--- src/hw/rtl/vbt_pkg.sv ---
package vbt_pkg;

  // Default DRAM refresh stall in master cycles
  localparam int unsigned REFRESH_STALL_DFLT = 40;

  localparam logic [7:0]  CHUNK_CYCLES  = 8'd40;
  localparam logic [10:0] LONG_LINE     = 11'd1364;
  localparam logic [10:0] SHORT_LINE    = 11'd1360;
  localparam logic [10:0] REFRESH_EARLY = 11'd534;
  localparam logic [10:0] REFRESH_LATE  = 11'd538;
  localparam logic [10:0] RESET_CYCLES  = 11'd188;
  localparam logic [10:0] LONG_DOT_A    = 11'd1288;
  localparam logic [10:0] LONG_DOT_B    = 11'd1306;
  localparam logic [8:0]  SPECIAL_LINE  = 9'd240;
  localparam logic [8:0]  LINES_NORMAL  = 9'd262;
  localparam logic [8:0]  LINES_LONG    = 9'd263;

  // Configuration register indexes
  localparam int unsigned CFG_IDX_W = 1;
  localparam logic [CFG_IDX_W-1:0] CFG_INTERLACE  = 1'b0;
  localparam logic [CFG_IDX_W-1:0] CFG_FRAME_SKIP = 1'b1;

  typedef enum logic [1:0] {
    EV_LINE   = 2'd0,
    EV_FRAME  = 2'd1,
    EV_STATUS = 2'd2
  } event_kind_e;

  typedef enum logic [1:0] {
    ST_IDLE,
    ST_CHUNK,
    ST_STATUS
  } eng_state_e;

  typedef struct packed {
    logic [7:0] advance;
    logic       zero;
  } item_t;

  typedef struct packed {
    event_kind_e kind;
    logic        notify;
    logic [8:0]  line;
    logic [8:0]  dot;
    logic [10:0] cycle;
    logic        field;
    logic        last;
  } result_t;

  // Dots around LONG_DOT_A and LONG_DOT_B run long, except on the short line
  function automatic logic [8:0] dot_count(input logic [10:0] cyc, input logic special);
    logic [10:0] h;
    h = cyc;
    if (!special) begin
      if (cyc > LONG_DOT_A) h = h - 11'd2;
      if (cyc > LONG_DOT_B) h = h - 11'd2;
    end
    return h[10:2];
  endfunction

endpackage

--- src/hw/rtl/video_beam_timing_generator.sv ---
// Video beam timing generator. Each input item advances the master clock;
// the engine walks that advance in chunks of at most CHUNK_CYCLES, one
// chunk per clock unless a line event waits on a full result queue,
// inserting the once-per-line DRAM refresh stall, wrapping lines (LONG_LINE
// long, SHORT_LINE on line 240 of a non-interlaced odd field) and frames (262
// lines, 263 on the even field when interlaced). An item yields at most one
// line or frame event (the first line end it causes) followed by a final
// status item carrying the dot counter, with last set. Once running, the
// engine loads the next item in the same cycle as it pushes the last status;
// from idle it loads an item before it walks it. A two-entry input queue
// decouples acceptance from the engine, and a two-entry result queue lets
// the engine keep going while results wait to be taken. Configuration is
// always ready and should only be written while the block is idle; a
// frame_skip write takes effect at the next frame end.
module video_beam_timing_generator #(
  parameter int unsigned REFRESH_STALL = vbt_pkg::REFRESH_STALL_DFLT
) (
  input  logic                          clk_i,
  input  logic                          rst_ni,
  // Input items
  input  logic                          in_valid_i,
  output logic                          in_ready_o,
  input  logic [7:0]                    advance_cycles_i,
  // Result items
  output logic                          out_valid_o,
  input  logic                          out_ready_i,
  output logic [1:0]                    event_kind_o,
  output logic                          display_notify_o,
  output logic [8:0]                    line_number_o,
  output logic [8:0]                    dot_number_o,
  output logic [10:0]                   line_cycle_o,
  output logic                          field_o,
  output logic                          last_o,
  // Configuration writes
  input  logic                          cfg_valid_i,
  output logic                          cfg_ready_o,
  input  logic [vbt_pkg::CFG_IDX_W-1:0] cfg_index_i,
  input  logic [7:0]                    cfg_data_i
);
  import vbt_pkg::*;

  item_t   item;
  logic    item_valid, item_pop;
  logic    res_full, res_push;
  result_t res_in, res_out;

  // Registers are plain flops: take every write at once
  assign cfg_ready_o = 1'b1;

  // Front: accept and classify items, hold them for the engine
  vbt_front u_front (
    .clk_i      (clk_i),
    .rst_ni     (rst_ni),
    .in_valid_i (in_valid_i),
    .in_ready_o (in_ready_o),
    .advance_i  (advance_cycles_i),
    .pop_i      (item_pop),
    .valid_o    (item_valid),
    .item_o     (item)
  );

  // Back: chunked beam advance with refresh, line and frame handling
  vbt_engine #(
    .REFRESH_STALL (REFRESH_STALL)
  ) u_engine (
    .clk_i        (clk_i),
    .rst_ni       (rst_ni),
    .cfg_wr_i     (cfg_valid_i && cfg_ready_o),
    .cfg_index_i  (cfg_index_i),
    .cfg_data_i   (cfg_data_i),
    .item_valid_i (item_valid),
    .item_i       (item),
    .item_pop_o   (item_pop),
    .res_full_i   (res_full),
    .res_push_o   (res_push),
    .res_o        (res_in)
  );

  // Result queue: hold events and status until the consumer takes them
  vbt_res_fifo u_res_fifo (
    .clk_i       (clk_i),
    .rst_ni      (rst_ni),
    .push_i      (res_push),
    .data_i      (res_in),
    .full_o      (res_full),
    .out_valid_o (out_valid_o),
    .out_ready_i (out_ready_i),
    .out_o       (res_out)
  );

  assign event_kind_o     = res_out.kind;
  assign display_notify_o = res_out.notify;
  assign line_number_o    = res_out.line;
  assign dot_number_o     = res_out.dot;
  assign line_cycle_o     = res_out.cycle;
  assign field_o          = res_out.field;
  assign last_o           = res_out.last;

endmodule

--- src/hw/rtl/vbt_front.sv ---
module vbt_front (
  input  logic           clk_i,
  input  logic           rst_ni,
  input  logic           in_valid_i,
  output logic           in_ready_o,
  input  logic [7:0]     advance_i,
  input  logic           pop_i,
  output logic           valid_o,
  output vbt_pkg::item_t item_o
);
  import vbt_pkg::*;

  item_t      entry_q [2];
  logic       wr_ptr_q, rd_ptr_q;
  logic [1:0] cnt_q;
  logic       push, pop;

  assign in_ready_o = (cnt_q != 2'd2);
  assign valid_o    = (cnt_q != 2'd0);
  assign push       = in_valid_i && in_ready_o;
  assign pop        = pop_i && valid_o;
  assign item_o     = entry_q[rd_ptr_q];

  // Classify on entry: flag items that advance nothing
  always_ff @(posedge clk_i) begin
    if (push) begin
      entry_q[wr_ptr_q] <= '{advance: advance_i, zero: (advance_i == 8'd0)};
    end
  end

  always_ff @(posedge clk_i or negedge rst_ni) begin
    if (!rst_ni) begin
      wr_ptr_q <= 1'b0;
      rd_ptr_q <= 1'b0;
      cnt_q    <= 2'd0;
    end else begin
      if (push) wr_ptr_q <= ~wr_ptr_q;
      if (pop)  rd_ptr_q <= ~rd_ptr_q;
      cnt_q <= cnt_q + {1'b0, push} - {1'b0, pop};
    end
  end

endmodule

--- src/hw/rtl/vbt_res_fifo.sv ---
module vbt_res_fifo (
  input  logic             clk_i,
  input  logic             rst_ni,
  input  logic             push_i,
  input  vbt_pkg::result_t data_i,
  output logic             full_o,
  output logic             out_valid_o,
  input  logic             out_ready_i,
  output vbt_pkg::result_t out_o
);
  import vbt_pkg::*;

  result_t    entry_q [2];
  logic       wr_ptr_q, rd_ptr_q;
  logic [1:0] cnt_q;
  logic       push, pop;

  assign full_o      = (cnt_q == 2'd2);
  assign out_valid_o = (cnt_q != 2'd0);
  assign push        = push_i && !full_o;
  assign pop         = out_valid_o && out_ready_i;
  assign out_o       = entry_q[rd_ptr_q];

  always_ff @(posedge clk_i) begin
    if (push) begin
      entry_q[wr_ptr_q] <= data_i;
    end
  end

  always_ff @(posedge clk_i or negedge rst_ni) begin
    if (!rst_ni) begin
      wr_ptr_q <= 1'b0;
      rd_ptr_q <= 1'b0;
      cnt_q    <= 2'd0;
    end else begin
      if (push) wr_ptr_q <= ~wr_ptr_q;
      if (pop)  rd_ptr_q <= ~rd_ptr_q;
      cnt_q <= cnt_q + {1'b0, push} - {1'b0, pop};
    end
  end

endmodule

--- src/hw/rtl/vbt_engine.sv ---
module vbt_engine #(
  parameter int unsigned REFRESH_STALL = vbt_pkg::REFRESH_STALL_DFLT
) (
  input  logic                          clk_i,
  input  logic                          rst_ni,
  input  logic                          cfg_wr_i,
  input  logic [vbt_pkg::CFG_IDX_W-1:0] cfg_index_i,
  input  logic [7:0]                    cfg_data_i,
  input  logic                          item_valid_i,
  input  vbt_pkg::item_t                item_i,
  output logic                          item_pop_o,
  input  logic                          res_full_i,
  output logic                          res_push_o,
  output vbt_pkg::result_t              res_o
);
  import vbt_pkg::*;

  localparam logic [10:0] STALL = 11'(REFRESH_STALL);

  eng_state_e  state_q, state_d;
  logic [7:0]  rem_q, rem_d;
  logic        evt_sent_q;
  logic [10:0] cyc_q, cyc_d;
  logic [8:0]  line_q, line_d;
  logic        field_q, field_d;
  logic [8:0]  lif_q, lif_d;
  logic        short_q, short_d;
  logic        late_q, late_d;
  logic        ref_done_q, ref_done_d;
  logic [7:0]  skip_cnt_q, skip_cnt_d;
  logic [7:0]  skip_pos_q, skip_pos_d;
  logic        skip_chg_q, skip_chg_d;
  logic        notify_q, notify_d;
  logic        interlace_q;
  logic [7:0]  frame_skip_q;

  logic [7:0]  chunk;
  logic [10:0] cyc_a, cyc_b, point, len;
  logic [8:0]  line_inc;
  logic        special_cur, refresh_hit, line_end, frame_end;
  logic        load, step, push_evt, push_sts, stall_chunk;
  result_t     evt_res, sts_res;

  // Chunk datapath: advance, refresh stall, line wrap
  always_comb begin
    chunk       = (rem_q > CHUNK_CYCLES) ? CHUNK_CYCLES : rem_q;
    special_cur = !interlace_q && field_q && (line_q == SPECIAL_LINE);
    cyc_a       = cyc_q + {3'b000, chunk};
    point       = late_q ? REFRESH_LATE : REFRESH_EARLY;
    refresh_hit = !ref_done_q && (cyc_a >= point);
    cyc_b       = refresh_hit ? cyc_a + STALL : cyc_a;
    len         = short_q ? SHORT_LINE : LONG_LINE;
    line_end    = (cyc_b >= len);
    line_inc    = line_q + 9'd1;
    frame_end   = line_end && (line_inc >= lif_q);

    cyc_d      = cyc_b;
    line_d     = line_q;
    field_d    = field_q;
    lif_d      = lif_q;
    short_d    = short_q;
    late_d     = late_q;
    ref_done_d = ref_done_q;
    skip_cnt_d = skip_cnt_q;
    skip_pos_d = skip_pos_q;
    skip_chg_d = skip_chg_q;
    notify_d   = notify_q;

    if (refresh_hit) begin
      ref_done_d = 1'b1;
      if (!special_cur) late_d = ~late_q;
    end
    if (line_end) begin
      cyc_d  = cyc_b - len;
      line_d = line_inc;
      if (frame_end) begin
        if (skip_chg_q) begin
          skip_chg_d = 1'b0;
          skip_cnt_d = frame_skip_q;
          skip_pos_d = 8'd0;
        end else begin
          skip_pos_d = (skip_pos_q == skip_cnt_q) ? 8'd0 : skip_pos_q + 8'd1;
        end
        notify_d = (skip_pos_d == 8'd0);
        line_d   = 9'd0;
        field_d  = ~field_q;
        lif_d    = (interlace_q && !field_d) ? LINES_LONG : LINES_NORMAL;
      end
      short_d    = !interlace_q && field_d && (line_d == SPECIAL_LINE);
      ref_done_d = 1'b0;
    end

    evt_res = '{kind:   frame_end ? EV_FRAME : EV_LINE,
                notify: notify_d,
                line:   line_d,
                dot:    dot_count(cyc_d, !interlace_q && field_d && (line_d == SPECIAL_LINE)),
                cycle:  cyc_d,
                field:  field_d,
                last:   1'b0};
    sts_res = '{kind:   EV_STATUS,
                notify: notify_q,
                line:   line_q,
                dot:    dot_count(cyc_q, special_cur),
                cycle:  cyc_q,
                field:  field_q,
                last:   1'b1};
  end

  assign stall_chunk = line_end && !evt_sent_q && res_full_i;
  assign rem_d       = load ? item_i.advance : rem_q - chunk;

  // FSM outputs
  always_comb begin
    load     = 1'b0;
    step     = 1'b0;
    push_evt = 1'b0;
    push_sts = 1'b0;
    case (state_q)
      ST_IDLE: begin
        load = item_valid_i;
      end
      ST_CHUNK: begin
        step     = !stall_chunk;
        push_evt = line_end && !evt_sent_q && !res_full_i;
      end
      ST_STATUS: begin
        push_sts = !res_full_i;
        load     = !res_full_i && item_valid_i;
      end
      default: begin
        load = 1'b0;
      end
    endcase
  end

  // FSM next state
  always_comb begin
    state_d = state_q;
    case (state_q)
      ST_IDLE: begin
        if (item_valid_i) state_d = item_i.zero ? ST_STATUS : ST_CHUNK;
      end
      ST_CHUNK: begin
        if (step && (rem_d == 8'd0)) state_d = ST_STATUS;
      end
      ST_STATUS: begin
        if (!res_full_i) begin
          if (item_valid_i) state_d = item_i.zero ? ST_STATUS : ST_CHUNK;
          else              state_d = ST_IDLE;
        end
      end
      default: begin
        state_d = ST_IDLE;
      end
    endcase
  end

  assign item_pop_o = load;
  assign res_push_o = push_evt || push_sts;
  assign res_o      = push_sts ? sts_res : evt_res;

  always_ff @(posedge clk_i or negedge rst_ni) begin
    if (!rst_ni) begin
      state_q      <= ST_IDLE;
      rem_q        <= 8'd0;
      evt_sent_q   <= 1'b0;
      cyc_q        <= RESET_CYCLES;
      line_q       <= 9'd0;
      field_q      <= 1'b0;
      lif_q        <= LINES_NORMAL;
      short_q      <= 1'b0;
      late_q       <= 1'b1;
      ref_done_q   <= 1'b0;
      skip_cnt_q   <= 8'd0;
      skip_pos_q   <= 8'd0;
      skip_chg_q   <= 1'b0;
      notify_q     <= 1'b0;
      interlace_q  <= 1'b0;
      frame_skip_q <= 8'd0;
    end else begin
      state_q <= state_d;
      if (load || step) rem_q <= rem_d;
      if (step && line_end) evt_sent_q <= 1'b1;
      else if (push_sts)    evt_sent_q <= 1'b0;
      if (step) begin
        cyc_q      <= cyc_d;
        line_q     <= line_d;
        field_q    <= field_d;
        lif_q      <= lif_d;
        short_q    <= short_d;
        late_q     <= late_d;
        ref_done_q <= ref_done_d;
        skip_cnt_q <= skip_cnt_d;
        skip_pos_q <= skip_pos_d;
        notify_q   <= notify_d;
      end
      if (cfg_wr_i && (cfg_index_i == CFG_FRAME_SKIP)) begin
        frame_skip_q <= cfg_data_i;
        skip_chg_q   <= 1'b1;
      end else if (step) begin
        skip_chg_q <= skip_chg_d;
      end
      if (cfg_wr_i && (cfg_index_i == CFG_INTERLACE)) begin
        interlace_q <= cfg_data_i[0];
      end
    end
  end

endmodule

--- config.mk ---
export PLATFORM = sky130hd
export DESIGN_NAME = video_beam_timing_generator
export DESIGN_NICKNAME = d
export VERILOG_FILES = /design/src/hw/rtl/vbt_pkg.sv /design/src/hw/rtl/video_beam_timing_generator.sv /design/src/hw/rtl/vbt_front.sv /design/src/hw/rtl/vbt_res_fifo.sv /design/src/hw/rtl/vbt_engine.sv
export SDC_FILE = /design/constraint.sdc
export NUM_CORES = 1
export LEC_CHECK = 0
export BUFFER_PORTS_ARGS = -buffer_cell sky130_fd_sc_hd__buf_2
export CAP_MARGIN = 20
export CORE_MARGIN = 1.5
export CORE_UTILIZATION = 49
export DETAILED_ROUTE_END_ITERATION = 10
export MAX_ROUTING_LAYER = met4
export PLACE_DENSITY = 0.7
export SETUP_SLACK_MARGIN = 0.2
export SLEW_MARGIN = 15
export SYNTH_ARGS = -nofsm -noshare
export SYNTH_HDL_FRONTEND = slang
export SYNTH_HIERARCHICAL = 1
export SYNTH_SLANG_ARGS = --single-unit
--- constraint.sdc ---
create_clock -name clk_i -period 10 [get_ports clk_i]
set_input_delay 0.5 -clock clk_i [delete_from_list [all_inputs] [get_ports clk_i]]
set_output_delay 0.5 -clock clk_i [all_outputs]
set_load 0.005 [all_outputs]
==> qor.txt <==
status = finished, final reports clean
largest net degree at the start of global routing = 72
register area share after synthesis = 0.444
Worst-Skew Late Latency = 0.43 ns
# DRC = 0
largest fanout on the critical path = 9
Worst path max stage delay = 0.43 ns
crit end category = register
final instance area = 10,900 µm²
Placer Congestion = 0.956
Max Buffers Root-to-Sink = 2
IO buf count = 57
total die area = 20,900 µm²
vias in the first global route = 6,940
P_leak = 4.36 nW
crit path launch type = register
fin cells = 1,277
grt ovf = 0
fraction of registers with async set/reset = 0.452
Final Hold Fails = 0
setup violators final = 0
drt pass-1 iters = 5
#FFs+latches synth = 157
worst-margin pin slew = 1.11 ns
HP Class = in2async
Final min period = 7.48 ns
max_slew headroom = 0.262
clk sinks = 157
RSZ-0062 raised after global routing = false
Core ar. = 19,600 µm²
number of synthesized flops with an enable pin = 86
Antenna diodes = 0
drt via density = 5.81
IO Pins = 59
WL/cell = 17.2 µm
delay-heaviest family, CP = compound AO/OA/AOI/OAI gates
placed cell areas = 10,200 µm²
maxcap violations = 0
CTS tree = yes
Root Buffer = clkbuf_16
GRT Total Usage = 0.225
fin nets = 1,051
H-tree depth = 4
setup TNS = 0 ns
Post-Syn Instances = 966
Area growth syn-to-layout = 11.2%
area of the multi-input gates = 5100 µm²
Setup CP Type = reg2reg
slowest CP cell = dfrtp_1
Post-CTS Resized = 0
area occupied by registers = 4370 µm²
Period Utilization, post-route = 0.748
starting density of the core = 0.502
most common cell after layout, fill and taps aside = nand2_1
Routed Antenna Nets = 0
Synth warnings = 6
Reg clk slew, reported paths = 0.06 ns
Clock Skew = 0.00933 ns
Post-CTS Setup Repair Bufs = 0
Starting DRT DRC Count = 551
CP Buf/Inv Count = 2
maximum VDD drop = 0.160 mV
CP required = 10.17 ns
placed cell count = 1,245
power density over cell area = 374 nW/µm²
syn_area_per_cell = 10.2 µm²
Final Slew Violations = 0
CTS Buf Count = 17
synth unique cells = 85
first-pass GRT wire length = 35,400 µm
# hold bufs at CTS = 0
detailed placement HPWL = 15,300 µm
Vias = 7,425
fmax = 0.134 GHz
Most used DFF post-synth = edfxtp_1
Die X = 145 µm
arrival time at the worst endpoint = 7.65 ns
total power = 4.09 mW
most frequent cells in the layout = 105 x nand2_1, 86 x edfxtp_1, 83 x o21ai_0
Layout fillers = 1,708
initial antenna violation count = 0
total wire length = 22,000 µm
setup slack, reg-to-reg = 2.52 ns
Die Y = 145 µm
Post-Syn Area = 9830 µm²
share of cells above drive strength 1 = 0.193
FP Rows = 51
-- metrics by stage --
| step | worst slack [ns] | hold WS [ns] | util |
|---|---|---|---|
| 6_report | 2.52 | 0.210 | 0.558 |
| 5_1_grt | 1.80 | 0.254 | 0.558 |
| 4_1_cts | 2.57 | 0.252 | 0.558 |
| 3_5_place_dp | 2.60 | 0.465 | 0.523 |
| 3_3_place_gp | 2.81 | 0.460 | 0.523 |
| 2_1_floorplan | 3.34 | 0.204 | - |
-- area by class of cell --
class | instances | area share
Clock buffer | 21 | 0.0441
Sequential cell | 157 | 0.400
Timing Repair Buffer | 61 | 0.0291
Clock inverter | 11 | 0.0182
Tap cell | 265 | 0.0304
Multi-Input combinational cell | 730 | 0.467
Inverter | 32 | 0.0110
-- routing by layer --
layer | vias to the layer above | routed length, µm | global-route usage
met4 | 0 | 391 | 0.0638
met5 | - | 0 | -
met2 | 196 | 10400 | 0.360
li1 | 3592 | - | -
met3 | 32 | 997 | 0.0440
met1 | 3605 | 10200 | 0.293
-- path summary, 6_finish.rpt --
kind	from	end	cells after the start
worst max-delay path	u_engine/rem_q[1]$_DFFE_PN0P_	u_res_fifo/entry_q[1][16]$_DFFE_PP_	32
max in group asynchronous	rst_ni	u_res_fifo/rd_ptr_q$_DFFE_PN0P_	1
min in group clk_i	advance_cycles_i[5]	u_front/entry_q[1][6]$_DFFE_PP_	1
worst max register to register	u_engine/rem_q[1]$_DFFE_PN0P_	u_res_fifo/entry_q[1][16]$_DFFE_PP_	32
worst min register to register	u_engine/evt_sent_q$_DFFE_PN0P_	u_engine/evt_sent_q$_DFFE_PN0P_	2
worst min-delay path	rst_ni	u_engine/line_q[2]$_DFFE_PN0P_	1
-- cells by family (layout without fill, tap and decap cells) --
| family | count (synthesis) | in the layout | share of synthesized area |
|---|---|---|---|
| AOI/OAI and AO/OA | 227 | 227 | 0.156 |
| buffers and inverters | 80 | 125 | 0.0373 |
| adders and majority gates | 31 | 31 | 0.0400 |
| muxes | 80 | 80 | 0.103 |
| and+or+nand+nor | 331 | 331 | 0.167 |
| other | 3 | 4 | 0.00115 |
| DFF | 157 | 157 | 0.444 |
| xor gates and xnor gates | 57 | 57 | 0.0516 |
-- cells in the mapped netlist, types with 5 or more instances --
cell,count,area share
a21oi_1,36,0.018
nor4_1,7,0.0045
nand3b_1,5,0.0038
nand3_1,24,0.012
or3_1,8,0.0051
mux2_2,40,0.046
nor3_1,21,0.011
mux2_4,32,0.049
buf_4,6,0.0046
xor2_1,20,0.018
a21o_1,5,0.0038
nand4b_1,5,0.0045
xnor2_1,36,0.032
o41ai_1,5,0.0045
dfrtp_1,65,0.17
nor2b_1,11,0.0070
o21a_1,8,0.0061
ha_1,29,0.037
dfstp_2,6,0.016
o211ai_1,8,0.0061
nand2_1,105,0.040
edfxtp_1,86,0.26
inv_1,29,0.011
a211oi_1,9,0.0069
nor2_1,73,0.028
o22ai_1,7,0.0045
nand2b_1,17,0.011
mux2i_1,8,0.0081
and3_1,15,0.0095
buf_6,5,0.0057
buf_2,5,0.0025
and2_1,11,0.0070
nand4_1,6,0.0038
clkbuf_1,32,0.012
o31ai_1,13,0.0099
o21ai_0,83,0.042
-- registers in the layout, indices dropped and copies added, names as in the netlist, 2 cells and up --
name                   cells
u_engine/rem_q             8
u_engine/cyc_q            11
u_front/entry_q           18
u_engine/state_q           2
u_res_fifo/entry_q        68
u_engine/skip_pos_q        8
u_engine/frame_skip_q      8
u_res_fifo/cnt_q           2
u_engine/skip_cnt_q        8
u_engine/line_q            9
u_front/cnt_q              2
-- power by group --
group	leakage, nW	internal (mW)	switching (mW)	total (mW)
registers	1.69	0.931	0.183	1.11
logic	2.34	0.866	1.36	2.23
clock network	0.334	0.475	0.269	0.743
total	4.36	2.27	1.82	4.09
No activity file was read; power rests on OpenSTA's default activity.
